File: src/rtl/core/hkt_pkg.sv
// ----------------------------------------------------------------------------
// hkt_pkg
// Types, constants and helpers shared by the hashed key table blocks.
// ----------------------------------------------------------------------------
`timescale 1ns / 1ps
`default_nettype none

package hkt_pkg;

   localparam int SLOTS      = 1024;
   localparam int SLOT_BITS  = $clog2(SLOTS);
   localparam int KEY_W      = 64;
   localparam int HALF_W     = 32;
   localparam int SLOT_IDX_W = 10;
   localparam int STATUS_W   = 3;
   localparam int COUNT_W    = 11;
   localparam int LIMIT_W    = 10;
   localparam int CSR_IDX_W  = 4;
   localparam int CSR_DATA_W = 10;
   localparam int HASH_STEPS = 7;
   localparam int STEP_W     = $clog2(HASH_STEPS);

   localparam logic [COUNT_W-1:0] COUNT_MAX   = {COUNT_W{1'b1}};
   localparam logic [LIMIT_W-1:0] LIMIT_RESET = LIMIT_W'(768);
   localparam logic [HALF_W-1:0]  LOOKUP3_INIT = 32'hdeadbeef + 32'd32;
   localparam logic [STEP_W-1:0]  LAST_STEP    = STEP_W'(HASH_STEPS - 1);

   localparam logic OP_LOOKUP = 1'b0;
   localparam logic OP_INSERT = 1'b1;

   localparam logic MODE_OAAT    = 1'b0;
   localparam logic MODE_LOOKUP3 = 1'b1;

   localparam logic [CSR_IDX_W-1:0] REG_KEY_MODE   = CSR_IDX_W'(0);
   localparam logic [CSR_IDX_W-1:0] REG_LOAD_LIMIT = CSR_IDX_W'(1);

   typedef enum logic [STATUS_W-1:0] {
      STAT_FOUND     = 3'd0,
      STAT_INSERTED  = 3'd1,
      STAT_NOT_FOUND = 3'd2,
      STAT_FULL      = 3'd3,
      STAT_ILLEGAL   = 3'd4
   } status_type;

   typedef enum logic [2:0] {
      S_CLEAR,
      S_IDLE,
      S_HASH,
      S_PROBE,
      S_DONE
   } state_type;

   typedef struct packed {
      logic clear;
      logic accept;
      logic illegal;
      logic probe_start;
      logic probe;
      logic load_rsp;
   } cmd_type;

   typedef struct packed {
      logic clear_last;
      logic hash_done;
      logic key_zero;
      logic probe_end;
   } sts_type;

   function automatic logic [HALF_W-1:0] rotl32(input logic [HALF_W-1:0] x,
                                                input int unsigned k);
      return (x << k) | (x >> (HALF_W - k));
   endfunction

endpackage

`default_nettype wire

File: src/rtl/core/hkt_ctrl.sv
// ----------------------------------------------------------------------------
// hkt_ctrl
// Sequencer of the hashed key table: clearing pass, accept, hash, probe and
// response hand-off.
// ----------------------------------------------------------------------------
`timescale 1ns / 1ps
`default_nettype none

module hkt_ctrl (
   input  logic             clock,
   input  logic             reset,
   input  hkt_pkg::sts_type sts,
   output hkt_pkg::cmd_type cmd,
   input  logic             req_valid,
   output logic             req_ready,
   output logic             rsp_valid,
   input  logic             rsp_ready
);

   hkt_pkg::state_type state_ff, state_in;
   logic               rsp_valid_ff, rsp_valid_in;

   always_ff @(posedge clock) begin
      if (reset) begin
         state_ff     <= hkt_pkg::S_CLEAR;
         rsp_valid_ff <= 1'b0;
      end else begin
         state_ff     <= state_in;
         rsp_valid_ff <= rsp_valid_in;
      end
   end

   always_comb begin
      state_in  = state_ff;
      cmd       = '0;
      req_ready = 1'b0;
      unique case (state_ff)
         hkt_pkg::S_CLEAR: begin
            cmd.clear = 1'b1;
            if (sts.clear_last) begin
               state_in = hkt_pkg::S_IDLE;
            end
         end
         hkt_pkg::S_IDLE: begin
            req_ready = 1'b1;
            if (req_valid) begin
               cmd.accept = 1'b1;
               state_in   = hkt_pkg::S_HASH;
            end
         end
         hkt_pkg::S_HASH: begin
            if (sts.key_zero) begin
               cmd.illegal = 1'b1;
               state_in    = hkt_pkg::S_DONE;
            end else if (sts.hash_done) begin
               cmd.probe_start = 1'b1;
               state_in        = hkt_pkg::S_PROBE;
            end
         end
         hkt_pkg::S_PROBE: begin
            cmd.probe = 1'b1;
            if (sts.probe_end) begin
               state_in = hkt_pkg::S_DONE;
            end
         end
         hkt_pkg::S_DONE: begin
            if (!rsp_valid_ff || rsp_ready) begin
               cmd.load_rsp = 1'b1;
               state_in     = hkt_pkg::S_IDLE;
            end
         end
         default: begin
            state_in = hkt_pkg::S_IDLE;
         end
      endcase
   end

   always_comb begin
      rsp_valid_in = rsp_valid_ff;
      if (cmd.load_rsp) begin
         rsp_valid_in = 1'b1;
      end else if (rsp_ready) begin
         rsp_valid_in = 1'b0;
      end
   end

   assign rsp_valid = rsp_valid_ff;

endmodule

`default_nettype wire

File: config.mk
export PLATFORM = sky130hd
export DESIGN_NAME = hkt_ctrl
export DESIGN_NICKNAME = d
export VERILOG_FILES = /design/src/rtl/core/hkt_pkg.sv /design/src/rtl/core/hkt_ctrl.sv
export SDC_FILE = /design/constraint.sdc
export NUM_CORES = 1
export LEC_CHECK = 0
export BUFFER_PORTS_ARGS = -buffer_cell sky130_fd_sc_hd__buf_2
export CAP_MARGIN = 40
export CORE_AREA = 3 3 40 42
export DETAILED_ROUTE_END_ITERATION = 7
export DIE_AREA = 0 0 43 45
export HOLD_SLACK_MARGIN = 0.06
export PLACE_DENSITY = 0.56
export SKIP_CTS_REPAIR_TIMING = 1
export SYNTH_ARGS = -nofsm -noshare
export SYNTH_HDL_FRONTEND = slang
export SYNTH_SLANG_ARGS = --single-unit
File: constraint.sdc
create_clock -name clock -period 1.89 [get_ports clock]
set_clock_uncertainty 0.2 [all_clocks]
set_input_delay 0.189 -clock clock [delete_from_list [all_inputs] [get_ports clock]]
set_output_delay 0.189 -clock clock [all_outputs]
set_load 0.01 [all_outputs]
# ---- Word level (Yosys, flattened, before mapping)
# Cells that the tools add are included.
dict set report op_classes {
  n_eq_ne 9
  muxes 20
  n_reduce_logical 5
}
# operator count
set op_table {}
lappend op_table {{$mux 3} 6}
lappend op_table {{$pmux 3 s5} 1}
lappend op_table {{$mux 1} 12}
lappend op_table {{$ne 2x2->1 const B} 4}
lappend op_table {{$eq 3x2->1 const B} 2}
lappend op_table {{$reduce_and 5->1} 1}
lappend op_table {{$eq 3x1->1 const B} 1}
lappend op_table {{$eq 3x3->1 const B} 1}
lappend op_table {{$logic_not 3->1} 1}
lappend op_table {{$ne 3x3->1 const B} 1}
lappend op_table {{$mux 2} 1}
lappend op_table {{$reduce_bool 2->1} 1}
lappend op_table {{$logic_not 1->1} 1}
lappend op_table {{$logic_or 1x1->1} 1}
dict set report totals {
  regBits 4
  in_bits 8
  output_inout_bits 8
  elab_cells 36
}

# ---- Longest topological paths before layout
# Gate-level depths: netlist of the first run.
dict set report logic_depth {
  ltp_word 5
  mapped_depth 4
  depth_no_buf 3
}

# ---- Worst setup path after synthesis of the first run
# Ideal clock, no wire load.
dict set report synth_timing {
  path_kind {register to register}
  startpoint {register state_ff[0]}
  endpoint {register state_ff[0]}
  arrival_time_ps 1248
  required_ps 1587
  setup_slack_ps 338
  stages_incl_launch_ff 4
  cell_sequence {dfxtp_1 > mux2_4 > a211o_1 > a2111oi_2}
}
dict set report synth_between {
  elab_chain_cells 3
  elab_cells_between_ends 12
}
# item line_no
set synth_rtl {}
lappend synth_rtl {{start, declared} hkt_ctrl.sv:20} ;# hkt_pkg::state_type state_ff, state_in;
lappend synth_rtl {{start signal, assigned} hkt_ctrl.sv:25} ;# state_ff <= hkt_pkg::S_CLEAR;
lappend synth_rtl {{start signal, assigned} hkt_ctrl.sv:28} ;# state_ff <= state_in;
lappend synth_rtl {{$eq 3x2->1, or another cell as far along} hkt_ctrl.sv:37} ;# unique case (state_ff)
lappend synth_rtl {{$ne 3x3->1 (no source line) / $ne 2x2->1 (equally long branches)} n/a}
lappend synth_rtl {{$reduce_and 5->1 (no source line)} n/a}
# Several ways; a longest one is shown, not always the timed one.
# A chain may end at the register's enable or synchronous reset.

==> metrics.log, run 1 <==
[metrics] proportion of layout cells with a drive suffix above 1: 43.1%
[metrics] clock tree sinks: 4
[metrics] share of flip-flops with an asynchronous set or reset after synthesis: 0%
[metrics] highest-delay cell along the critical path: sky130_fd_sc_hd__dfxtp_1
[metrics] wirelength, routed: around 650 um
[metrics] Power per Cell Area: 675 nW/um2
[metrics] Post-Syn Nets: 42
[metrics] total area of multi-input combinational cells: roughly 190 um2
[metrics] H-tree Lvls: 1
[metrics] vertical extent of the die: ~45 um
[metrics] DRC marker count from the first detailed-route iteration: 10
[metrics] vias in the first global route: approximately 250
[metrics] final weighted congestion of routability-driven global placement: between 0.7 and 0.8
[metrics] all-layer global routing usage: approximately 7.7%
[metrics] IO Pins: 16
[metrics] DR DRC count: 0
[metrics] VDD IR max: approximately 310 uV
[metrics] Detail Placement HPWL: between 400 and 500 um
[metrics] delay of the slowest cell on the worst path: 0.46 ns
[metrics] leakage component of the power: 0.201 nW
[metrics] Port Buffers: 15
[metrics] Post-Layout Inst Area: slightly above 400 um2
[metrics] Post-Syn Area per Cell: 8.54 um2
[metrics] first-pass GRT wire length: roughly 1000 um
[metrics] DRT antenna net count: 0
[metrics] standard-cell rows: 13
[metrics] r2r worst-path depth: 3
[metrics] Final setup viols: 0
[metrics] Crit path arrival time: approximately 1.4 ns
[metrics] fin crit share: between 90% and 100%
[metrics] startpoint type of the worst setup path: flop
[metrics] worst slew slack as a fraction of its limit: around four fifths
[metrics] maximum number of pins on one net before global-route repair: 11
[metrics] number of buffers created by CTS: 3
[metrics] Area growth, synth to finish: 39.2%
[metrics] Cells on Worst Hold Path: 3
[metrics] count of different cell masters after synthesis: 23
[metrics] CP endpoint kind: primary output
[metrics] EDFF count, synth: 0
[metrics] cell area after synthesis: 290 um2
[metrics] global route overflow: 0
[metrics] leading cell type in the layout, fill and taps excluded: sky130_fd_sc_hd__buf_2
[metrics] Placed Instance Area: between 300 and 400 um2
[metrics] outcome: finished, final reports clean
[metrics] total vias in the final route: 303
[metrics] most used cells in the layout excluding fill and tap cells: sky130_fd_sc_hd__buf_2, sky130_fd_sc_hd__dfxtp_1, sky130_fd_sc_hd__nor2b_1, sky130_fd_sc_hd__nor2_1, sky130_fd_sc_hd__clkbuf_4
[metrics] most area-consuming cells after synthesis: sky130_fd_sc_hd__dfxtp_1, sky130_fd_sc_hd__nor2b_1, sky130_fd_sc_hd__and3b_1
[metrics] type of the most critical hold path: input pin to flop
[metrics] final worst path period need: between 1.5 and 2 ns
[metrics] post-detailed-route via-to-cell ratio: 4.59
[metrics] area of the placeable core: roughly 1300 um2
[metrics] slew of the pin with the lowest slew margin: 0.295 ns
[metrics] dominant cell type by area after synthesis: sky130_fd_sc_hd__dfxtp_1
[metrics] antenna diode instance count: 0
[metrics] Hold Worst Slack: 0.103 ns
[metrics] commonest register cell after synthesis: sky130_fd_sc_hd__dfxtp_1
[metrics] count of pins over their slew limit: 0
[metrics] number of synthesis warnings: 0
[metrics] floorplan die area: approximately 1900 um2
[metrics] RSZ-0062 raised after global routing: false
[metrics] Seq. cell area: between 80 and 90 um2
[metrics] antenna violations before repair: 0
[metrics] Finished Core Util: a little under a third
[metrics] Root Driver: sky130_fd_sc_hd__clkbuf_4
[metrics] sequential fraction of the synthesis area: around 28%
[metrics] final hold violation count: 0
[metrics] average detailed-routed wire length per instance: approximately 9.8 um
[metrics] largest buffer count on any clock path: 2
[metrics] critical setup path kind: flop to primary output
[metrics] clk_lat worst skew: ~0.23 ns
[metrics] peak clock frequency supported by timing: about 580 MHz
[metrics] Required @ worst endpoint: 1.50 ns
[metrics] share of the synthesized area in the top cell type: about 28%
[metrics] maximum fanout along the worst path: 10
[metrics] number of inserted filler cells in the final layout: approximately 140
[metrics] horizontal die dimension: around 43 um
[metrics] clock transition at the registers of the reported paths: roughly 0.040 ns
[metrics] drt first pass iters: 4
[metrics] fin nets: 61
[metrics] total negative slack: 0 ns
[metrics] number of instances in the synthesized netlist: 34
[metrics] CTS tree: built
[metrics] max-cap violation count: 0
[metrics] Initial Util: around 23%
[metrics] chain of cells forming the critical path: nor2b_1 -> and3b_1 -> buf_2
[metrics] number of storage elements in the synthesis netlist: 4
## worst max-delay path, delay by kind of cell, from the launching register on
family                 cells  cell delay, ns
buffers and inverters      1            0.12
DFF                        1            0.46
and+or+nand+nor            2            0.53
## sequential cells by signal, indices dropped and copies added (netlist names)
signal     flops
state_ff       3
rsp_valid      1
## cell usage after synthesis (all sizes together) (2+ instances only)
library cell and n:
nor2 3, and3b 3, dfxtp 4, nor3 2, nor2b 3, and2 2
buf 3
## final timing paths
| check | from | slack [ns] | to |
|---|---|---|---|
| min reg2reg | state_ff[2]$_SDFFE_PP0P_ | 0.35 | state_ff[0]$_SDFFE_PP0P_ |
| max reg2reg | state_ff[0]$_SDFFE_PP0P_ | 0.23 | state_ff[0]$_SDFFE_PP0P_ |
| min | rsp_ready | 0.10 | rsp_valid$_SDFFE_PP0P_ |
| max | state_ff[1]$_SDFFE_PP0P_ | 0.15 | cmd[3] |
## power breakdown
group	total (W)	switching, W	internal [W]
registers	0.0000973	0.00000743	0.0000898
logic	0.0000706	0.0000313	0.0000392
clock network	0.000105	0.0000338	0.0000709
## kinds of logic after synthesis
family                 synth area share (%)
DFF                                    27.6
AOI/OAI and AO/OA                      18.1
buffers and inverters                  8.19
muxes                                  5.17
and+or+nand+nor                        41.0
## area by class of cell
| cell class | count | area share (%) |
|---|---|---|
| Clock buffer | 3 | 5.57 |
| Inverter | 1 | 0.929 |
| Multi-Input combinational cell | 26 | 46.1 |
| Sequential cell | 4 | 19.8 |
| Tap cell | 15 | 4.64 |
| Timing Repair Buffer | 17 | 22.9 |
## through the flow
step	std cells	setup WS, ns	power, W
2_1_floorplan	34	0.338	0.000144
3_3_place_gp	62	0.261	0.000168
3_5_place_dp	62	0.227	0.000168
4_1_cts	65	0.146	0.000277
5_1_grt	66	0.0360	0.000294
6_report	66	0.153	0.000273
## routing by layer
metal	wire, um	up-vias	global-route usage [%]	part of all wire (%)
met5	0	-	0	0
met4	14	0	1.81	2.2
met3	69	2	5.98	11
met2	242	15	10.8	37
met1	322	129	9.18	50
li1	-	157	-	-
Note: power is estimated with default switching activity, not from simulation.
==> run 2: changes to the inputs <==
ABC_AREA = 1   (was not set)
PLACE_DENSITY = 0.57   (was 0.56)
==> metrics.log, run 2 <==
[metrics] launching point of the worst reg2reg path: state_ff[0]$_SDFFE_PP0P_
[metrics] Initial Util: 23.2% (+0.58 points)
[metrics] Power per Cell Area: 1370 nW/um2 (+100%)
[metrics] count of pins over their slew limit: 0 (unchanged)
[metrics] proportion of layout cells with a drive suffix above 1: 39.1% (-4.0 points)
[metrics] XOR/XNOR Fraction of Synth Area: 0% (unchanged)
[metrics] Post-Syn Nets: 59 (+40%)
[metrics] vias in the first global route: 348 (+37%)
[metrics] VDD IR max: 434 uV (+39%)
[metrics] number of storage elements in the synthesis netlist: 4 (unchanged)
[metrics] maximum fanout along the worst path: 6 (-4)
[metrics] fin crit share: 84.6% (-7.3 points)
[metrics] number of instances in the synthesized netlist: 51 (+50%)
[metrics] area of the placeable core: 1280 um2 (unchanged)
[metrics] total instance count after detailed placement: 80 (+29%)
[metrics] count of different cell masters after synthesis: 14 (-39%)
[metrics] Final setup viols: 0 (unchanged)
[metrics] Required @ worst endpoint: 1.50 ns (about the same)
[metrics] total vias in the final route: 347 (+15%)
[metrics] portion of netlist area occupied by mux cells: 0% (-5.2 points)
[metrics] Crit path arrival time: 1.21 ns (-0.14 ns)
[metrics] drt first pass iters: 2 (-2)
[metrics] EDFF count, synth: 0 (unchanged)
[metrics] final hold violation count: 0 (unchanged)
[metrics] CTS tree: built
[metrics] largest buffer count on any clock path: 2 (unchanged)
[metrics] all-layer global routing usage: 8.91% (+1.2 points)
[metrics] simple-gate share of the synthesized area: 50.0% (+9.1 points)
[metrics] most used cells in the layout excluding fill and tap cells: sky130_fd_sc_hd__buf_2, sky130_fd_sc_hd__nor2_1, sky130_fd_sc_hd__nand2_1, sky130_fd_sc_hd__inv_1, sky130_fd_sc_hd__nand3_1
[metrics] floorplan die area: 1940 um2 (unchanged)
[metrics] post-layout power: 0.000570 W (+110%)
[metrics] Port Buffers: 15 (unchanged)
[metrics] largest register by flop count: state_ff
[metrics] max-cap violation count: 0 (unchanged)
[metrics] most frequent cell after synthesis: sky130_fd_sc_hd__nor2_1
[metrics] capture instance of the worst register-to-register path: state_ff[1]$_SDFFE_PP0P_
[metrics] r2r worst-path depth: 7 (+4)
[metrics] number of buffers created by CTS: 3 (unchanged)
[metrics] share of flip-flops with an asynchronous set or reset after synthesis: 0% (unchanged)
[metrics] clock tree sinks: 4 (unchanged)
[metrics] flip-flop count of the largest register after layout: 3 (unchanged)
[metrics] outcome: finished, final reports clean
[metrics] vertical extent of the die: 45 um (unchanged)
[metrics] DRC marker count from the first detailed-route iteration: 5 (-5)
[metrics] type of the most critical hold path: input pin to flop
[metrics] post-synthesis adder-cell area fraction: 0% (unchanged)
[metrics] Commonest cells post-synth: sky130_fd_sc_hd__nor2_1, sky130_fd_sc_hd__inv_1, sky130_fd_sc_hd__nand2_1
[metrics] Worst setup startpoint: state_ff[2]$_SDFFE_PP0P_
[metrics] peak clock frequency supported by timing: 625 MHz (+8.6%)
[metrics] global route overflow: 0 (unchanged)
[metrics] final weighted congestion of routability-driven global placement: 0.764 (+3.4%)
[metrics] worst setup path endpoint: cmd[4]
[metrics] H-tree Lvls: 1 (unchanged)
[metrics] slew of the pin with the lowest slew margin: 0.304 ns (+0.00862 ns)
[metrics] total negative slack: 0 ns (unchanged)
[metrics] DRT antenna net count: 0 (unchanged)
[metrics] standard-cell rows: 13 (unchanged)
[metrics] fin nets: 79 (+30%)
[metrics] share of the synthesized area in the top cell type: 26.9% (-0.70 points)
[metrics] count of placed standard cells in the final layout, fillers left out: 84 (+27%)
[metrics] dominant cell type by area after synthesis: sky130_fd_sc_hd__dfxtp_1
[metrics] flop-to-flop setup slack: 0.55 ns (+0.32 ns)
[metrics] first-pass GRT wire length: 1290 um (+24%)
[metrics] compound-cell area share of the yosys netlist: 9.24% (-8.9 points)
[metrics] Root Driver: sky130_fd_sc_hd__clkbuf_4
[metrics] startpoint type of the worst setup path: flop
[metrics] DR DRC count: 0 (unchanged)
[metrics] Area growth, synth to finish: 39.9%
[metrics] CP endpoint kind: primary output
[metrics] sequential fraction of the synthesis area: 26.9% (-0.70 points)
[metrics] average detailed-routed wire length per instance: 8.44 um (-14%)
[metrics] Post-Syn Area per Cell: 5.84 um2 (-32%)
[metrics] Detail Placement HPWL: 626 um (+27%)
[metrics] critical setup path kind: flop to primary output
[metrics] clk_lat worst skew: 0.23 ns (about the same)
[metrics] most area-consuming cells after synthesis: sky130_fd_sc_hd__dfxtp_1, sky130_fd_sc_hd__nor2_1, sky130_fd_sc_hd__nand3_1
[metrics] horizontal die dimension: 43 um (unchanged)
[metrics] IO Pins: 16 (unchanged)
[metrics] antenna violations before repair: 0 (unchanged)
[metrics] largest family of logic cells by synthesized area: simple AND/OR/NAND/NOR gates
[metrics] wirelength, routed: 709 um (+9.2%)
[metrics] number of synthesis warnings: 0 (unchanged)
[metrics] commonest register cell after synthesis: sky130_fd_sc_hd__dfxtp_1
[metrics] final worst path period need: 1.60 ns (-0.137 ns)
[metrics] antenna diode instance count: 0 (unchanged)
[metrics] maximum number of pins on one net before global-route repair: 7 (-4)
[metrics] worst slew slack as a fraction of its limit: 79.6% (-0.69 points)
[metrics] clock transition at the registers of the reported paths: 0.03 ns (about the same)
[metrics] RSZ-0062 raised after global routing: false
[metrics] cell area after synthesis: 298 um2 (+2.6%)
[metrics] leakage component of the power: 0.229 nW (+14%)
[metrics] leading cell type in the layout, fill and taps excluded: sky130_fd_sc_hd__buf_2
[metrics] post-detailed-route via-to-cell ratio: 4.13 (-10%)
run 2: cell count changes after synthesis, sizes merged, moves of 3 or more:
cell / previous run / this run
inv: 1 / 9
nand2: 1 / 7
nand3: 0 / 5
nor2b: 3 / 0
and3b: 3 / 0
nor2: 3 / 16
run 2: layout make-up:
class / count / area (um2)
Clock buffer: 3 / 22.5
Multi-Input combinational cell: 37 / 176
Timing Repair Buffer: 16 / 85.1
Fill cell: 155 / 868
Inverter: 9 / 33.8
Tap cell: 15 / 18.8
Sequential cell: 4 / 80.1
run 2: logic make-up (layout without fill, tap and decap cells):
| kind of cell | after synthesis | after routing |
|---|---|---|
| flip-flops | 4 | 4 |
| AO/OA/AOI/OAI | 5 | 5 |
| buffers and inverters | 10 | 28 |
| AND/OR/NAND/NOR | 32 | 32 |
run 2: critical path, cell delays in order, from the launching register on:
cell and delay, ns:
sky130_fd_sc_hd__dfxtp_1 0.37, sky130_fd_sc_hd__inv_2 0.09, sky130_fd_sc_hd__nand2_2 0.07, sky130_fd_sc_hd__nor2_1 0.17, sky130_fd_sc_hd__inv_1 0.08, sky130_fd_sc_hd__nor2_1 0.08
sky130_fd_sc_hd__buf_2 0.13
run 2: how the worst min path moves through the flow:
stage / start / endpoint / depth (start not counted)
floorplan: reset / state_ff[0]$_SDFFE_PP0P_ / 1
CTS: reset / state_ff[0]$_SDFFE_PP0P_ / 2
detailed placement: reset / state_ff[2]$_SDFFE_PP0P_ / 2
global placement: reset / state_ff[0]$_SDFFE_PP0P_ / 2
finish: rsp_ready / rsp_valid$_SDFFE_PP0P_ / 4
global route: rsp_ready / state_ff[2]$_SDFFE_PP0P_ / 4
run 2: report_power, final:
| group | total (W) | switching (W) | internal [W] |
|---|---|---|---|
| sequential | 0.000141 | 0.0000304 | 0.000111 |
| clock | 0.000100 | 0.0000296 | 0.0000706 |
| combinational | 0.000329 | 0.000204 | 0.000125 |
| total | 0.000570 | 0.000264 | 0.000306 |
run 2: stage by stage:
stage | setup WS [ns] | hold slack, ns | cell area [um2] | utilization [%]
final | 0.291 | 0.0749 | 417 | 32.4
after global routing | 0.166 | 0.114 | 417 | 32.4
after CTS | 0.279 | -0.0408 | 407 | 31.6
after detailed placement | 0.532 | 0.205 | 384 | 29.9
after global placement | 0.545 | 0.209 | 384 | 29.9
after floorplan | 0.534 | 0.0581 | 298 | -
run 2: metal layers:
metal / global-route usage [%] / routed length (um)
met5: 0 / 0
met4: 1.81 / 0
met3: 5.18 / 47
met2: 14.1 / 316
met1: 10.6 / 345
==> run 3: changes to the inputs <==
clock period = 1.67 ns   (was 1.89 ns; I/O delays follow)
==> metrics.log, run 3 (synthesized netlist as in run 2, its figures left out) <==
[metrics] outcome: finished, final reports clean
[metrics] floorplan die area: 1940 um2 (unchanged)
[metrics] total negative slack: 0 ns (unchanged)
[metrics] critical setup path kind: flop to primary output
[metrics] DR DRC count: 0 (unchanged)
[metrics] total vias in the final route: 355 (+2.3%)
[metrics] maximum number of pins on one net before global-route repair: 7 (unchanged)
[metrics] Area growth, synth to finish: 40.8%
[metrics] antenna diode instance count: 0 (unchanged)
[metrics] vias in the first global route: 345 (-0.86%)
[metrics] final hold violation count: 0 (unchanged)
[metrics] fin nets: 79 (unchanged)
[metrics] clk_lat worst skew: 0.23 ns (about the same)
[metrics] max-cap violation count: 0 (unchanged)
[metrics] Initial Util: 23.2% (unchanged)
[metrics] largest register by flop count: state_ff
[metrics] CTS tree: built
[metrics] Crit path arrival time: 1.16 ns (-0.05 ns)
[metrics] number of inserted filler cells in the final layout: 153 (-1.3%)
[metrics] DRT antenna net count: 0 (unchanged)
[metrics] number of buffers created by CTS: 3 (unchanged)
[metrics] Root Driver: sky130_fd_sc_hd__clkbuf_4
[metrics] Detail Placement HPWL: 627 um (+0.11%)
[metrics] highest metal layer used by the detailed router: met3
[metrics] vertical extent of the die: 45 um (unchanged)
[metrics] flip-flop count of the largest register after layout: 3 (unchanged)
[metrics] drt first pass iters: 4 (+2)
[metrics] H-tree Lvls: 1 (unchanged)
[metrics] area of the placeable core: 1280 um2 (unchanged)
[metrics] average detailed-routed wire length per instance: 8.55 um (+1.3%)
[metrics] count of placed standard cells in the final layout, fillers left out: 84 (unchanged)
[metrics] clock tree sinks: 4 (unchanged)
[metrics] type of the most critical hold path: input pin to flop
[metrics] fin crit share: 91.2%
[metrics] final worst path period need: 1.52 ns
[metrics] all-layer global routing usage: 8.91% (unchanged)
[metrics] DRC marker count from the first detailed-route iteration: 4 (-1)
[metrics] total instance count after detailed placement: 80 (unchanged)
[metrics] IO Pins: 16 (unchanged)
[metrics] met2 wire length: 325 um (+2.8%)
[metrics] Placed Instance Area: 384 um2 (unchanged)
[metrics] flop-to-flop setup slack: 0.33 ns (-0.22 ns)
[metrics] VDD IR max: 479 uV (+10%)
[metrics] Hold Worst Slack: 0.0516 ns (-0.0233 ns)
[metrics] antenna violations before repair: 0 (unchanged)
[metrics] Port Buffers: 15 (unchanged)
[metrics] proportion of layout cells with a drive suffix above 1: 40.6% (+1.4 points)
[metrics] CP endpoint kind: primary output
[metrics] wirelength, routed: 718 um (+1.3%)
[metrics] met3 routed wirelength: 62 um (+32%)
[metrics] peak clock frequency supported by timing: 657 MHz
[metrics] Required @ worst endpoint: 1.30 ns (-0.20 ns)
[metrics] Post-Layout Inst Area: 419 um2 (+0.60%)
[metrics] startpoint type of the worst setup path: flop
[metrics] Power per Cell Area: 1550 nW/um2 (+14%)
[metrics] final weighted congestion of routability-driven global placement: 0.764 (about the same)
[metrics] first-pass GRT wire length: 1280 um (-0.54%)
[metrics] count of pins over their slew limit: 0 (unchanged)
[metrics] leakage component of the power: 0.229 nW (about the same)
[metrics] Final setup viols: 0 (unchanged)
[metrics] horizontal die dimension: 43 um (unchanged)
[metrics] post-detailed-route via-to-cell ratio: 4.23 (+2.3%)
[metrics] standard-cell rows: 13 (unchanged)
[metrics] worst slew slack as a fraction of its limit: 80.0% (+0.40 points)
[metrics] routed length on met1: 331 um (-4.1%)
[metrics] maximum fanout along the worst path: 5 (-1)
[metrics] slew of the pin with the lowest slew margin: 0.298 ns (-0.00594 ns)
[metrics] leading cell type in the layout, fill and taps excluded: sky130_fd_sc_hd__buf_2
[metrics] RSZ-0062 raised after global routing: false
[metrics] largest buffer count on any clock path: 2 (unchanged)
[metrics] most used cells in the layout excluding fill and tap cells: sky130_fd_sc_hd__buf_2, sky130_fd_sc_hd__nor2_1, sky130_fd_sc_hd__nand2_1, sky130_fd_sc_hd__inv_1
[metrics] global route overflow: 0 (unchanged)
[metrics] clock transition at the registers of the reported paths: 0.04 ns (about the same)
-- run 3: changes by cell type in the layout (fill, tap and decap cells not counted) --
cell                     before  now
sky130_fd_sc_hd__nor2_1      12   11
sky130_fd_sc_hd__nor2_2       4    5
-- run 3: final timing paths --
| path | from | endpoint | cells past startpoint |
|---|---|---|---|
| worst min-delay path | rsp_ready | rsp_valid$_SDFFE_PP0P_ | 4 |
| worst min register to register | rsp_valid$_SDFFE_PP0P_ | rsp_valid$_SDFFE_PP0P_ | 4 |
| worst max-delay path | state_ff[1]$_SDFFE_PP0P_ | cmd[2] | 5 |
| worst max register to register | state_ff[0]$_SDFFE_PP0P_ | state_ff[1]$_SDFFE_PP0P_ | 7 |
-- run 3: through the flow --
step / util [%] / total power (W) / setup WS [ns]
after floorplan: - / 0.000430 / 0.336
after global placement: 29.9 / 0.000536 / 0.325
after detailed placement: 29.9 / 0.000531 / 0.331
after CTS: 31.6 / 0.000654 / 0.0783
after global routing: 32.6 / 0.000731 / 0.0173
final: 32.6 / 0.000651 / 0.147
-- run 3: area by class of cell --
class	instances	area (um2)	area share, %
repair buffers	16	85.1	20.3
flip-flops and latches	4	80.1	19.1
multi-input cells	37	179	42.7
clock buffers	3	22.5	5.37
well taps	15	18.8	4.48
inverters	9	33.8	8.06
-- run 3: per-layer routing --
layer	track usage (%)	up-vias
met5	0	-
met4	1.81	0
met3	5.18	0
met2	14.1	9
met1	10.6	148
li1	-	198
-- run 3: power breakdown --
part           internal (W)  total [W]  switching (W)  leakage, nW
clock network     0.0000800   0.000114      0.0000340       0.0138
logic              0.000143   0.000375       0.000232        0.182
registers          0.000126   0.000162      0.0000368       0.0328
-- run 3: critical path, cell delays in order, from the launching register on --
cell                      delay, ns
sky130_fd_sc_hd__dfxtp_1       0.37
sky130_fd_sc_hd__inv_2         0.08
sky130_fd_sc_hd__nor2_2        0.13
sky130_fd_sc_hd__nand3_1       0.11
sky130_fd_sc_hd__nor2_1        0.10
sky130_fd_sc_hd__buf_2         0.13
